**src/hdl/ros_pkg.sv**
```systemverilog
`default_nettype none
// ----------------------------------------------------------------------------
// ros_pkg
// Shared sizes, types and command codes for the running order statistics
// block: sorted cell chain, median read tree and mean divider.
// ----------------------------------------------------------------------------
package ros_pkg;

	// store size and derived widths
	localparam int DEPTH   = 1024;
	localparam int SMP_W   = 32;
	localparam int IDX_W   = $clog2(DEPTH);
	localparam int CNT_W   = $clog2(DEPTH + 1);
	localparam int SUM_W   = SMP_W + IDX_W;
	localparam int STEP_W  = $clog2(SUM_W + 1);

	// median read tree: groups of GRP cells, then one pick among the groups
	localparam int GRP     = 32;
	localparam int LSEL_W  = $clog2(GRP);
	localparam int GRP_CNT = (DEPTH + GRP - 1) / GRP;
	localparam int GSEL_W  = (GRP_CNT > 1) ? $clog2(GRP_CNT) : 1;
	localparam int SEL_W   = LSEL_W + GSEL_W;

	// request commands
	localparam logic CMD_ADD   = 1'b0;
	localparam logic CMD_CLEAR = 1'b1;

	typedef logic signed [SMP_W-1:0] smp_t;
	typedef logic signed [SUM_W-1:0] sum_t;
	typedef logic        [CNT_W-1:0] cnt_t;
	typedef logic        [SEL_W-1:0] sel_t;

	// divider launch
	typedef struct packed {
		logic start;
		sum_t dividend;
		cnt_t divisor;
	} div_req_t;

endpackage
`default_nettype wire

```
**src/hdl/ros_cell.sv**
```systemverilog
`default_nettype none
// ----------------------------------------------------------------------------
// ros_cell
// One entry of the sorted chain. On insert, an entry greater than the new
// sample moves up one place; the first such entry takes the sample itself.
// ----------------------------------------------------------------------------
module ros_cell (
	input  wire            clk,
	input  wire            load,
	input  ros_pkg::smp_t  x,
	input  wire            occ,
	input  ros_pkg::smp_t  prev_val,
	input  wire            prev_gt,
	output ros_pkg::smp_t  val,
	output logic           gt
);
	import ros_pkg::*;

	smp_t val_q;

	// free or holding a larger value: this place moves
	assign gt  = !occ || (val_q > x);
	assign val = val_q;

	// take the neighbor's value, or the sample at the insert point
	always_ff @(posedge clk) begin
		if (load && gt) begin
			val_q <= prev_gt ? prev_val : x;
		end
	end

endmodule
`default_nettype wire

```
**config.mk**
```make
export PLATFORM = sky130hd
export DESIGN_NAME = ros_cell
export DESIGN_NICKNAME = d
export VERILOG_FILES = /design/src/hdl/ros_pkg.sv /design/src/hdl/ros_cell.sv
export SDC_FILE = /design/constraint.sdc
export NUM_CORES = 1
export LEC_CHECK = 0
export BUFFER_PORTS_ARGS = -buffer_cell sky130_fd_sc_hd__buf_2
export CAP_MARGIN = 10
export CORE_MARGIN = 10
export CORE_UTILIZATION = 35
export DETAILED_ROUTE_END_ITERATION = 12
export HOLD_SLACK_MARGIN = 0.15
export PLACE_DENSITY = 0.61
export SLEW_MARGIN = 20
export SYNTH_ARGS = -nofsm -noshare
export SYNTH_HDL_FRONTEND = slang
export SYNTH_SLANG_ARGS = --single-unit
```
**constraint.sdc**
```tcl
create_clock -name clk -period 5.4 [get_ports clk]
set_input_delay 0.54 -clock clk [delete_from_list [all_inputs] [get_ports clk]]
set_output_delay 0.54 -clock clk [all_outputs]
set_load 0.02 [all_outputs]
```
* After elaboration in Yosys (flattened, before gate mapping)
Cells that the tools add are included.
** Cells by class
- Mux-type cells :: 1
- Reduce and logical (&&, ||, !) cells :: 3
- $lt $le $gt $ge :: 1
** Operators with widths (count)
- > comparator 32 bit :: 1
- 2-to-1 mux 32 bit :: 1
- logical AND 1 bit :: 1
- zero test 1 bit :: 1
- logical OR 1 bit :: 1
** Word-level totals
- Output and inout port bits :: 33
- Logic and storage cells :: 6
- Bits in registers :: 32
- Input port bits :: 68

* Longest topological paths before layout
- Word-level depth :: 3
- Depth in mapped cells :: 8
- Depth with buffers taken out :: 8

* Worst setup path after synthesis
OpenSTA, ideal clock, no wires.
- Path type :: input port to flip-flop
- Start point :: input x[21]
- End point :: register val_q[0] (netlist: val[0]), enable pin
- Slack :: 789 ps
- Path buffers :: 0
- Arrival time :: 4144 ps
- Library setup time :: 468 ps
- Cell stages on the path :: 8
- Required time :: 4932 ps
- Cell sequence :: inv_1 ha_1 a211oi_2 o21ai_1 a2111oi_2 or4b_1 o31ai_1 nor3b_1
** Between the ends
- Cells in the longest elaborated chain, start to end :: 3
** Ends and longest elaborated chain
- start: declaration :: RTL line ros_cell.sv:10 : input ros_pkg::smp_t x,
- > comparator 32 bit :: RTL line ros_cell.sv:22 : assign gt = !occ || (val_q > x);
- logical OR 1 bit :: RTL line ros_cell.sv:22
- logical AND 1 bit :: RTL line ros_cell.sv:27 : if (load && gt) begin
- end signal: assignment :: RTL line ros_cell.sv:28 : val_q <= prev_gt ? prev_val : x;
- end: declaration :: RTL line ros_cell.sv:19 : smp_t val_q;
Every way passes these cells.
A chain may end at the register's enable or synchronous reset.

* Worst setup path after layout
- Start point :: register val_q[21] (netlist: val[21])
- End point :: output gt
** Between the ends
- Cells in the longest elaborated chain, start to end :: 2
** Ends and longest elaborated chain
- > comparator 32 bit :: RTL line ros_cell.sv:22
- logical OR 1 bit :: RTL line ros_cell.sv:22
- end: declaration :: RTL line ros_cell.sv:15 : output logic gt
Every way passes these cells.

==> results.yml <==
floorplan:
  start_util_pct: 35.9
  fp.dieArea_sq_mm: 0.00959
  core_area_sq_mm: 0.00592
  die_h_um: 97.9
  ios: 101
  die_w_um: 97.9
  rows: 28
route:
  first_pass_iters: 4
  drc: 0
  drtIter0Drc: 86
  ant_nets: 0
  vias_per_cell: 4.75
  wl_per_cell_um: 14.9
  wirelength_mm: 5.98
  vias: 1909
cts:
  post_cts_buffers: 0
  cts_root_buffer: "clkbuf_8"
  cts_tree: "built"
  htree_num_levels: 2
  ctsHoldBuffers: 0
  clock_path_buffers: 2
  clk-insertion-delay-late_ns: 0.28
  clk_pin_slew_ns: 0.07
  ctsResizeCount: 0
  clock-sinks: 32
  cts_buffers: 5
synthesis:
  synth_top_family_by_area: "adder cells"
  yosysTopAreaCell: "edfxtp_1"
  synth_xor_area_share_pct: 0
  syn_nets: 324
  ys_seq_elements: 32
  synthSimpleGateAreaFrac_pct: 13.1
  synthMuxAreaShare_pct: 0.530
  synth-adder-area-share_pct: 18.8
  syn_area_sq_mm: 0.00212
  post_synth_inst_count: 224
  yosysSeqAreaShare_pct: 45.2
  synth_compound_area_share_pct: 15.3
  synth.top_cell.area_share_pct: 45.2
  synthDistinctLibCells: 28
  yosys-top-cells-area: "edfxtp_1 45%, ha_1 19%, o21ai_0 7.8%, nand2_1 7.4%, inv_1 5.8%"
  synth.avg_cell_area_sq_um: 9.48
  synth_warnings: 0
power_and_ir_drop:
  total_power_mw: 0.727
  ir_drop_mv: 0.0947
  pwr_density_cell_mw_per_mm2: 258
  leakagePower_nw: 1.41
global_route:
  grt-ovfl-total: 0
  groute.usage.overall_pct: 12.3
  antenna_found_initial: 0
  grt_max_degree: 64
  grt_pass1_wl_mm: 9.74
  grt_pass1_vias: 2074
sta:
  period_minus_slack_ns: 2.99
  rsz0062_at_grt: "no"
  max_freq_ghz: 0.335
  whs_ns: 0.532
  setup_violations: 0
  max_slew_margin_pct: 37.8
  tns_ns: 0
  slew_viol_final: 0
  finalWorstSetupSlack_ns: 2.41
  timing.final.crit_share_pct: 55.3
  fin_skew_ns: 0.00662
  hold_violations: 0
  worst_slew_pin_slew_ns: 0.934
place:
  dp_hpwl_mm: 4.96
  io_buffers: 100
  placed_area_sq_mm: 0.00271
  routabilityCongestion: 0.739
  place_ws_ns: 2.43
  dp.cells: 394
finish:
  drive_gt1_share_pct: 34.6
  utilization_pct: 47.6
  largest_reg_flops: 32
  area_delta_synth_final_pct: 32.7
  design_area_sq_mm: 0.00282
  nets: 426
  antenna_cells: 0
  fin_cells: 402
critical_path:
  crit_arrival_ns: 2.45
  crit_fanout: 2
  start_kind: "flop"
  cp-end-kind: "output pin"
  timing_worst_setup_path_type: "flop to output pin"
  cp.required_ns: 4.86
min_path:
  worstHoldPathType: "primary input to flop"
run_status:
  status: "complete, no violations"
run:
  maxCapViolCount: 0
-- Yosys cell counts, drive strengths merged --
| library cell | n |
|---|---|
| a2111oi | 1 |
| a211oi | 2 |
| a21o | 2 |
| a21oi | 10 |
| a221oi | 1 |
| and4 | 1 |
| clkbuf | 7 |
| edfxtp | 32 |
| ha | 32 |
| inv | 33 |
| mux2 | 1 |
| nand2 | 42 |
| nand2b | 1 |
| nand3 | 4 |
| nand4 | 4 |
| nor2 | 3 |
| nor3 | 4 |
| nor3b | 1 |
| nor4 | 1 |
| o211ai | 1 |
| o21a | 1 |
| o21ai | 37 |
| o21bai | 1 |
| o31ai | 1 |
| or4b | 1 |
-- final cells by class --
class	instances	area [sq um]
fill	607	3100
timing repair buffer	102	515
inverter	33	124
multi-input combinational	152	1020
tap	75	93.8
sequential	32	961
clock buffer	5	68.8
clock inverter	3	37.5
-- layout by cell type (no fill, tap or decap), drive strengths merged --
master and n:
a2111oi 1, a211oi 2, a21o 2, a21oi 10, a221oi 1, and4 1, buf 102, bufinv 1
clkbuf 5, clkinv 2, edfxtp 32, ha 32, inv 33, mux2 1, nand2 42, nand2b 1
nand3 4, nand4 4, nor2 3, nor3 4, nor3b 1, nor4 1, o211ai 1, o21a 1
o21ai 37, o21bai 1, o31ai 1, or4b 1
-- cells by family after synthesis --
kind of cell | Yosys count
compound gates | 57
buf+inv | 40
fa+ha+maj | 32
mux | 1
simple gates | 62
flops | 32
-- where the power goes --
group | internal (mW) | total, mW | switching (mW)
clock network | 0.134 | 0.227 | 0.0923
registers | 0.304 | 0.315 | 0.0115
logic | 0.0736 | 0.185 | 0.112
total | 0.512 | 0.727 | 0.216
-- final timing paths --
| kind | startpoint | end | slack [ns] | depth (start not counted) |
|---|---|---|---|---|
| setup / recovery | val[21]$_DFFE_PP_ | gt | 2.41 | 8 |
| hold / removal | prev_val[28] | val[28]$_DFFE_PP_ | 0.53 | 3 |
| setup reg to reg | val[21]$_DFFE_PP_ | val[3]$_DFFE_PP_ | 2.83 | 8 |
| hold reg to reg | val[2]$_DFFE_PP_ | val[18]$_DFFE_PP_ | 1.36 | 5 |
-- layer usage --
layer  global-route usage (%)  wire [um]
met5                        0          0
met1                     13.6       2540
met2                     20.9       2830
met4                     4.81        138
met3                     4.37        462
-- worst max-delay path, cell delays in order (launching register included) --
cell and delay, ns:
edfxtp_1 0.40, ha_1 0.32, a211oi_2 0.27, o21ai_1 0.12, a2111oi_2 0.41, o21bai_1 0.15, nor3_1 0.25, nor2_1 0.08
buf_2 0.17
(Power assumes the default switching activity.)
