**src/hdl/ros_pkg.sv**
```systemverilog
`default_nettype none
// ----------------------------------------------------------------------------
// ros_pkg
// Shared sizes, types and command codes for the running order statistics
// block: sorted cell chain, median read tree and mean divider.
// ----------------------------------------------------------------------------
package ros_pkg;

	// store size and derived widths
	localparam int DEPTH   = 1024;
	localparam int SMP_W   = 32;
	localparam int IDX_W   = $clog2(DEPTH);
	localparam int CNT_W   = $clog2(DEPTH + 1);
	localparam int SUM_W   = SMP_W + IDX_W;
	localparam int STEP_W  = $clog2(SUM_W + 1);

	// median read tree: groups of GRP cells, then one pick among the groups
	localparam int GRP     = 32;
	localparam int LSEL_W  = $clog2(GRP);
	localparam int GRP_CNT = (DEPTH + GRP - 1) / GRP;
	localparam int GSEL_W  = (GRP_CNT > 1) ? $clog2(GRP_CNT) : 1;
	localparam int SEL_W   = LSEL_W + GSEL_W;

	// request commands
	localparam logic CMD_ADD   = 1'b0;
	localparam logic CMD_CLEAR = 1'b1;

	typedef logic signed [SMP_W-1:0] smp_t;
	typedef logic signed [SUM_W-1:0] sum_t;
	typedef logic        [CNT_W-1:0] cnt_t;
	typedef logic        [SEL_W-1:0] sel_t;

	// divider launch
	typedef struct packed {
		logic start;
		sum_t dividend;
		cnt_t divisor;
	} div_req_t;

endpackage
`default_nettype wire

```
**src/hdl/ros_div.sv**
```systemverilog
`default_nettype none
// ----------------------------------------------------------------------------
// ros_div
// Bit-serial restoring divider for the mean: signed sum over unsigned count,
// truncated toward zero. One quotient bit per cycle.
// ----------------------------------------------------------------------------
module ros_div (
	input  wire                clk,
	input  wire                arst_n,
	input  ros_pkg::div_req_t  req,
	output logic               busy,
	output ros_pkg::smp_t      quo
);
	import ros_pkg::*;

	logic              busy_q;
	logic [STEP_W-1:0] step_q;
	logic              neg_q;
	cnt_t              rem_q;
	cnt_t              den_q;
	logic [SUM_W-1:0]  quo_q;
	logic [CNT_W:0]    trial;
	logic [CNT_W:0]    diff;
	logic              ge;
	logic [SUM_W-1:0]  res;

	// one restoring step
	assign trial = {rem_q, quo_q[SUM_W-1]};
	assign diff  = trial - {1'b0, den_q};
	assign ge    = trial >= {1'b0, den_q};

	// control
	always_ff @(posedge clk or negedge arst_n) begin
		if (!arst_n) begin
			busy_q <= 1'b0;
			step_q <= '0;
		end else if (req.start) begin
			busy_q <= 1'b1;
			step_q <= STEP_W'(SUM_W);
		end else if (busy_q) begin
			step_q <= step_q - STEP_W'(1);
			if (step_q == STEP_W'(1)) begin
				busy_q <= 1'b0;
			end
		end
	end

	// datapath: load magnitude, then shift quotient bits in
	always_ff @(posedge clk) begin
		if (req.start) begin
			neg_q <= req.dividend < 0;
			quo_q <= (req.dividend < 0) ? SUM_W'(-req.dividend) : SUM_W'(req.dividend);
			rem_q <= '0;
			den_q <= req.divisor;
		end else if (busy_q) begin
			rem_q <= ge ? diff[CNT_W-1:0] : trial[CNT_W-1:0];
			quo_q <= {quo_q[SUM_W-2:0], ge};
		end
	end

	// restore the sign
	assign res  = neg_q ? (~quo_q + SUM_W'(1)) : quo_q;
	assign quo  = res[SMP_W-1:0];
	assign busy = busy_q;

endmodule
`default_nettype wire

```
**config.mk**
```make
export PLATFORM = sky130hd
export DESIGN_NAME = ros_div
export DESIGN_NICKNAME = d
export VERILOG_FILES = /design/src/hdl/ros_pkg.sv /design/src/hdl/ros_div.sv
export SDC_FILE = /design/constraint.sdc
export NUM_CORES = 1
export LEC_CHECK = 0
export ABC_AREA = 1
export BUFFER_PORTS_ARGS = -buffer_cell sky130_fd_sc_hd__buf_2
export CORE_MARGIN = 3
export CORE_UTILIZATION = 58
export CTS_BUF_LIST = sky130_fd_sc_hd__clkbuf_4 sky130_fd_sc_hd__clkbuf_8 sky130_fd_sc_hd__clkbuf_16
export CTS_CLUSTER_DIAMETER = 200
export CTS_CLUSTER_SIZE = 25
export DETAILED_ROUTE_END_ITERATION = 16
export PLACE_DENSITY = 0.92
export SETUP_SLACK_MARGIN = 0.15
export SLEW_MARGIN = 10
export SYNTH_ARGS = -nofsm -noshare
export SYNTH_HDL_FRONTEND = slang
export SYNTH_SLANG_ARGS = --single-unit
```
**constraint.sdc**
```tcl
create_clock -name clk -period 2.12 [get_ports clk]
set_input_delay 0.106 -clock clk [delete_from_list [all_inputs] [get_ports clk]]
set_output_delay 0.106 -clock clk [all_outputs]
set_load 0.01 [all_outputs]
```
Word-level counts from Yosys, hierarchy flattened. Cells that the tools add are included.

Flip-flop bits (word level): 72. Input bits: 56. Logic and storage cells: 25.

Add/sub/neg operators: 4. $lt $le $gt $ge: 2. Equal/unequal tests: 1. Muxes and demuxes: 10. Bitwise gates (word level): 1. Reduce and logical (&&, ||, !) cells: 1.

Operators with widths (count): $mux 42 (3); $lt 42x1->1 const B (1); $neg 42->42 (1); $add 32x1->32 const B (1); $mux 32 (1); $not 32->32 (1); $ge 12x11->1 (1); $mux 6 (2); $mux 11 (1); $sub 11x11->11 (1); $eq 6x1->1 const B (1); $sub 6x1->6 const B (1); $mux 1 (3); $reduce_bool 2->1 (1).

Longest topological paths before layout. Gate-level depths: netlist of run 1.

Depth in word-level cells: 4. Depth in mapped cells: 12.

Least setup slack after synthesis of run 1. Ideal clock, no wire load.

Path kind: flip-flop to flip-flop. Start: register busy_q (netlist: busy). End: register quo_q[0] (enable). Arrival: 1.483 ns. Required time: 1.720 ns. Setup slack: 0.237 ns. Cell stages (with the launch flop): 3. Clock period less this slack: 1.883 ns. Path through: dfrtp_1 nor2_2 inv_1.

Longest elaborated chain between the ends: 1.

RTL lines: start: declaration (line ros_div.sv:16) `logic busy_q;`; start signal: assignment (line ros_div.sv:35) `busy_q <= 1'b0;`; start signal: assignment (line ros_div.sv:38) `busy_q <= 1'b1;`; start signal: assignment (line ros_div.sv:43) `busy_q <= 1'b0;`; $reduce_bool 2->1 (no source line); end signal: assignment (line ros_div.sv:52) `quo_q <= (req.dividend < 0) ? SUM_W'(-req.dividend) : SUM_W'(req.dividend);`; end signal: assignment (line ros_div.sv:57) `quo_q <= {quo_q[SUM_W-2:0], ge};`; end: declaration (line ros_div.sv:21) `logic [SUM_W-1:0] quo_q;`.

No other way between the ends. A chain may end at the register's enable or synchronous reset.

Worst setup path after layout of run 1.
Start: register quo_q[1]. End: output port quo[18].

Longest elaborated chain between the ends: 3.

RTL lines: $not 32->32 (line ros_div.sv:62) `assign res = neg_q ? (~quo_q + SUM_W'(1)) : quo_q;`; $add 32x1->32 (line ros_div.sv:62); $mux 32 (line ros_div.sv:62); end: declaration (line ros_div.sv:12) `output ros_pkg::smp_t quo`.

No other way between the ends.

==> results by group, run 1 <==
Run status
  • Status: complete, but fails checks
  • Failing checks: setup timing

Routing
  • Final WL: roughly 18000 um
  • Via count: about 6400
  • Drt pass-1 iters: 6
  • Vias/cell: a little under 6
  • # DRC: 0
  • DR iter-0 viols: between 800 and 900
  • DRT antenna net count: 0
  • Wirelength per Cell: 16.47 um

STA
  • Final setup fails: 18
  • Rel. slew slack: 0.6723
  • Max Transition Viols Final: 0
  • Final setup TNS: -1.676 ns
  • FMAX: 430.8 MHz
  • Worst clock skew: ~0.0086 ns
  • Final Cycle Share: 1.095
  • Clock period minus final worst setup slack: 2.321 ns
  • Hold Fails Final Rpt: 0
  • RSZ-0062 raised after global routing: yes
  • Final Worst Setup Slack: -0.2011 ns
  • Worst-Margin Slew: 0.4910 ns

Critical path
  • Critical Path RT: 2.01 ns
  • Slowest stage delay, CP: 0.49 ns
  • Bufs and invs on worst path: 2
  • WS Path Type: reg -> out
  • Most used cell, CP: nand3_4
  • Worst setup EP type: primary output
  • Crit path launch type: register
  • Critical-path maximum fanout: 5
  • Critical Path AT: 2.22 ns
  • Slowest stage cell, crit path: edfxtp_1
  • Crit-path cells: inv_2 -> ha_4 -> nand3_4 -> nor2_4 -> nand3_4 -> o31ai_4 -> xnor2_1 -> buf_2
  • Top delay family on crit path: simple AND/OR/NAND/NOR gates
  • Reg2Reg Setup Slack: roughly 0.25 ns

Clocking
  • CTS tree: built
  • Root buffer cell: clkbuf_8
  • Cts bufs inserted: 9
  • CTS sink count: 72
  • Clock Pin Slew Worst Setup and Hold Paths: 0.08 ns
  • Longest Clk Path Bufs: 2
  • H-tree depth: 3
  • Clk Latency, worst-skew pair: 0.36 ns

Die
  • Die Area: ~11000 um2
  • Site Rows: 36
  • Starting Density: 0.5981
  • Core area: 9774 um2
  • Die height: 106.4 um
  • Ports: between 80 and 90
  • Horiz. Die Dim: between 100 and 150 um

Synthesis
  • Mapped Cells: 835
  • Syn Area/Cell: 7.001 um2
  • Synthesized flop and latch total: 72
  • Synthesis Warnings: 0
  • Main synth FF type: edfxtp_1
  • Distinct cells, synth: 46
  • Synth top area share: 0.2774
  • Synth Cell Area: slightly below 6000 um2
  • Post-synth EDFFs: 54
  • Seq/Total Area, Yosys: 0.3450
  • Async SR Flop Fraction: 0.09722
  • Syn Nets: about 900
  • Ranking of synthesized cells by area: edfxtp_1 28%, nand2_1 14%, nand3_1 6.8%
  • Yosys top cell by area: edfxtp_1

Pwr
  • Internal: 0.003431 W
  • Comb pwr share: 0.456
  • Worst vdd ir: 0.0005720 V
  • Switching share of power: 0.4072
  • Psw: 0.002357 W
  • Seq pwr share: 0.345
  • Power Density: 784.7 nW/um2
  • Leakage power: between 3 and 4 nW
  • Clock power share: 0.199

Global route
  • First-pass GRT wire length: roughly 26000 um
  • Vias in the first global route: 5711
  • Global Route Usage Sum: 0.2864
  • Busiest metal layer after global routing: met2
  • Largest net degree at the start of global routing: 52
  • Met2 usage: 0.4878
  • Grt total ovfl: 0
  • Met1 usage: 0.3566
  • Met3 Usage GRT: 0.04189
  • Initial antenna violation count: 2

Final layout
  • Final nets: about 1000
  • Synthesis-to-finish area growth: 26.18%
  • Share of layout cells above drive strength 1: 0.2564

Flow run
  • Max-cap violation count: 0

Placement
  • Final GP Congestion: 0.9410
  • Detailed Place HPWL: 11500 um
  • Worst slack at placement: 0.1011 ns
  • Port Buffers: 88

Hold path
  • Worst hold path class: in -> async
==> synth_stat cells, types with 4 or more instances <==
cell and number:
nand3b_1 7, nor2_1 102, nor3_2 5, a31oi_1 4, o21ai_1 12, nand2_2 5, nor2_2 9, o21ai_0 50
dfxtp_1 11, a21oi_1 15, edfxtp_1 54, nand4_1 28, nand2_1 219, xor2_1 37, nand3_1 80, buf_2 10
ha_1 15, nor3_1 8, dfrtp_1 7, inv_1 98, xnor2_1 14, clkbuf_1 10
==> per-stage QoR <==
stage / total power, W / hold WS [ns] / utilization / cells / cell area [um2]
5_1_grt: 0.006129 / 0.1018 / 0.7546 / 1109 / 7376
3_3_place_gp: 0.004036 / -0.05669 / 0.6563 / 1041 / 6415
6_report: 0.005788 / 0.09379 / 0.7546 / 1109 / 7376
2_1_floorplan: 0.003519 / -0.1896 / - / 835 / 5846
3_5_place_dp: 0.004091 / -0.04939 / 0.6563 / 1041 / 6415
4_1_cts: 0.005387 / 0.08530 / 0.7193 / 1087 / 7030
==> metal layers <==
metal  up-vias  wire (um)
li1       3023          -
met1      2967       7197
met2       348       8913
met3        83       1352
met4         2        791
met5         -          7
==> kinds of logic after synthesis <==
| group | count (synthesis) | share of synthesized area |
|---|---|---|
| flip-flops | 72 | 0.3450 |
| XOR/XNOR | 51 | 0.07641 |
| adder cells (fa/ha/maj) | 16 | 0.03553 |
| buffers and inverters | 125 | 0.08626 |
| AND/OR/NAND/NOR | 475 | 0.3634 |
| AO/OA/AOI/OAI | 96 | 0.09332 |
==> area by class of cell <==
cell class | instances | area [um2]
Multi-Input combinational cell | 639 | 3656
Fill cell | 677 | 2399
Sequential cell | 72 | 2017
Timing Repair Buffer | 149 | 948.4
Inverter | 99 | 371.6
Clock buffer | 13 | 195.2
Tap cell | 133 | 166.4
Clock inverter | 3 | 18.77
Antenna cell | 1 | 2.502
==> registers in the layout, indices dropped and copies added, names as in the netlist <==
register and count:
neg_q 1, busy 1, quo_q 42, step_q 6, den_q 11, rem_q 11
==> cell usage in the layout, fill, tap and decap left out, types with 13 or more instances in the layout <==
cell type	instances
nor2_2	18
edfxtp_1	54
nand2_1	209
buf_4	46
xor2_1	37
inv_1	86
o21ai_1	13
nor2_1	84
xnor2_1	14
nand4_1	28
nand2_2	14
o21ai_0	45
buf_2	88
nand3_1	70
==> path summary, 6_finish.rpt <==
check,start,endpoint,depth (start not counted)
worst max-delay path,quo_q[1],quo[18],8
worst min-delay path,arst_n,step_q[0],2
worst max register to register,den_q[0],rem_q[0],8
worst min register to register,rem_q[9],rem_q[9],2
max in group asynchronous,arst_n,step_q[3],2
min in group clk,req[38],quo_q[27],3
==> power groups by stage <==
stage                     clock, W  combinational, W  sequential, W
after floorplan                  0           0.00160        0.00192
after global placement           0           0.00206        0.00198
after detailed placement         0           0.00211        0.00198
after CTS                  0.00115           0.00228        0.00196
after global routing       0.00122           0.00289        0.00202
final                      0.00115           0.00264        0.00200
==> what timing repair did <==
action,4_1_cts,5_1_grt
gates cloned,0,1
pin swaps,12,26
gates resized for setup,39,53
endpoints found under the setup margin,32,37
setup buffers,18,20
endpoints found under the hold margin,18,0
hold buffers,12,0
No activity file was read; power rests on OpenSTA's default activity.
==> inputs of run 2 (changes only) <==
clock period = 2.3 ns   (was 2.12 ns; I/O delays follow)
==> results by group, run 2 (synthesis results as in run 1) <==
Clocking
  • Clk Latency, worst-skew pair: 0.36 ns
  • Clock Pin Slew Worst Setup and Hold Paths: 0.08 ns
  • Cts bufs inserted: 9
  • CTS tree: built
  • H-tree depth: 3
  • Longest Clk Path Bufs: 2
  • CTS sink count: 72
  • Root buffer cell: clkbuf_8

Routing
  • DRT antenna net count: 0
  • DR iter-0 viols: 550
  • Drt pass-1 iters: 6
  • Vias/cell: 5.645
  • Final WL: 16650 um
  • Wirelength per Cell: 15.24 um
  • # DRC: 0
  • Via count: just over 6000

Critical path
  • WS Path Type: reg -> out
  • Worst setup EP type: primary output
  • Critical-path maximum fanout: 6
  • Critical Path AT: 2.13 ns
  • Critical Path RT: 2.18 ns
  • Crit path launch type: register

Global route
  • Grt total ovfl: 0
  • Global Route Usage Sum: 0.2766
  • Vias in the first global route: 5498
  • First-pass GRT wire length: 25410 um
  • Largest net degree at the start of global routing: 52
  • Initial antenna violation count: 1

Final layout
  • Synthesis-to-finish area growth: 20.59%
  • Share of layout cells above drive strength 1: 0.2140
  • Commonest non-fill, non-tap cells in the layout: 213 x nand2_1, 92 x inv_1, 89 x nor2_1, 88 x buf_2, 75 x nand3_1
  • Non-Filler Instances: 1093
  • Top reg by flops: quo_q
  • Fillers: 754
  • Most common cell after layout, fill and taps aside: nand2_1
  • Flip-flop count of the largest register after layout: 42
  • Largest registers: quo_q (42), den_q (11), rem_q (11)
  • Final nets: 1025
  • Final Util: 0.7212

Flow run
  • Max-cap violation count: 0

STA
  • Final Cycle Share: 0.9778
  • FMAX: 444.6 MHz
  • Hold Fails Final Rpt: 0
  • Worst-Margin Slew: 0.5238 ns
  • Final setup fails: 0
  • Clock period minus final worst setup slack: 2.249 ns
  • Worst clock skew: 0.009285 ns
  • Max Transition Viols Final: 0
  • RSZ-0062 raised after global routing: yes
  • Final setup TNS: 0 ns
  • Rel. slew slack: 0.6504

Pwr
  • Seq pwr share: 0.363
  • Internal: approximately 0.0030 W
  • Comb pwr share: 0.438
  • Psw: ~0.0020 W
  • Clock power share: 0.200
  • Pwr Total: 0.005003 W
  • Leakage power: 3.238 nW
  • Power Density: 709.7 nW/um2
  • Switching share of power: 0.4055
  • Worst vdd ir: 0.0004776 V

Die
  • Die Area: 11320 um2
  • Ports: 89
  • Core area: 9774 um2
  • Horiz. Die Dim: 106.4 um
  • Die height: 106.4 um
  • Starting Density: 0.5981
  • Site Rows: 36

Placement
  • Detailed Place HPWL: about 12000 um
  • Final GP Congestion: 0.9087
  • Post-Place Cells: 1043
  • Port Buffers: 88

Run status
  • Status: completed

Hold path
  • Worst hold path class: in -> async
-- run 2: cell count changes in the layout (fill, tap and decap cells not counted), sizes merged --
cell and delta:
bufinv +1, buf -17, diode +1, clkbuf -4, clkinvlp +2, clkinv +1
-- run 2: repair_timing --
item	in CTS	in global routing
hold endpoints to repair	18	0
hold buffers	12	0
setup buffers	7	12
pin swaps	2	13
gates cloned	0	1
resized for setup	10	38
endpoints found under the setup margin	12	24
-- run 2: through the flow --
stage	instance area [um2]	hold WS (ns)	setup slack (ns)
floorplan	5846	-0.1806	0.4166
global placement	6417	-0.04501	0.3665
detailed placement	6417	-0.04190	0.2501
CTS	6815	0.1106	0.1496
global route	7047	0.1292	-0.08997
finish	7049	0.1111	0.05099
-- run 2: power groups by stage --
stage	logic [W]	clock network (W)	registers (W)
after floorplan	0.00147	0	0.00177
after global placement	0.00192	0	0.00181
after detailed placement	0.00195	0	0.00182
after CTS	0.00202	0.00101	0.00180
after global routing	0.00242	0.00106	0.00183
final	0.00219	0.000998	0.00182
-- run 2: per-layer routing --
layer  vias up  GRT usage  wire length, um
met5         -          0                0
met1      2817     0.3541             6778
li1       2984          -                -
met2       315     0.4629             8049
met3        54    0.03947             1296
met4         0     0.1267              530
-- run 2: critical path, stage by stage (launching register included) --
cell,delay [ns]
edfxtp_1,0.46
inv_2,0.12
ha_4,0.15
nand3_4,0.14
nor2_4,0.24
nand3_4,0.14
o21ai_1,0.19
xor2_1,0.18
buf_2,0.16
-- run 2: worst paths after layout --
check	start	endpoint	slack [ns]	depth (start not counted)
max in group asynchronous	arst_n	step_q[4]	2.03	2
max reg2reg	den_q[0]	rem_q[5]	0.26	8
min in group clk	req[49]	quo_q[38]	0.15	4
min reg2reg	rem_q[4]	rem_q[4]	0.50	2
max	quo_q[0]	quo[14]	0.05	8
min	arst_n	step_q[0]	0.11	2
-- run 2: final cells by class --
class	instances	area [um2]	area share
diodes	2	5.005	0.0007100
clock buffers	9	123.9	0.01757
clock inverters	7	71.32	0.01012
inverters	99	371.6	0.05272
multi-input cells	639	3490	0.4950
flip-flops and latches	72	2017	0.2861
well taps	133	166.4	0.02361
repair buffers	132	804.5	0.1141
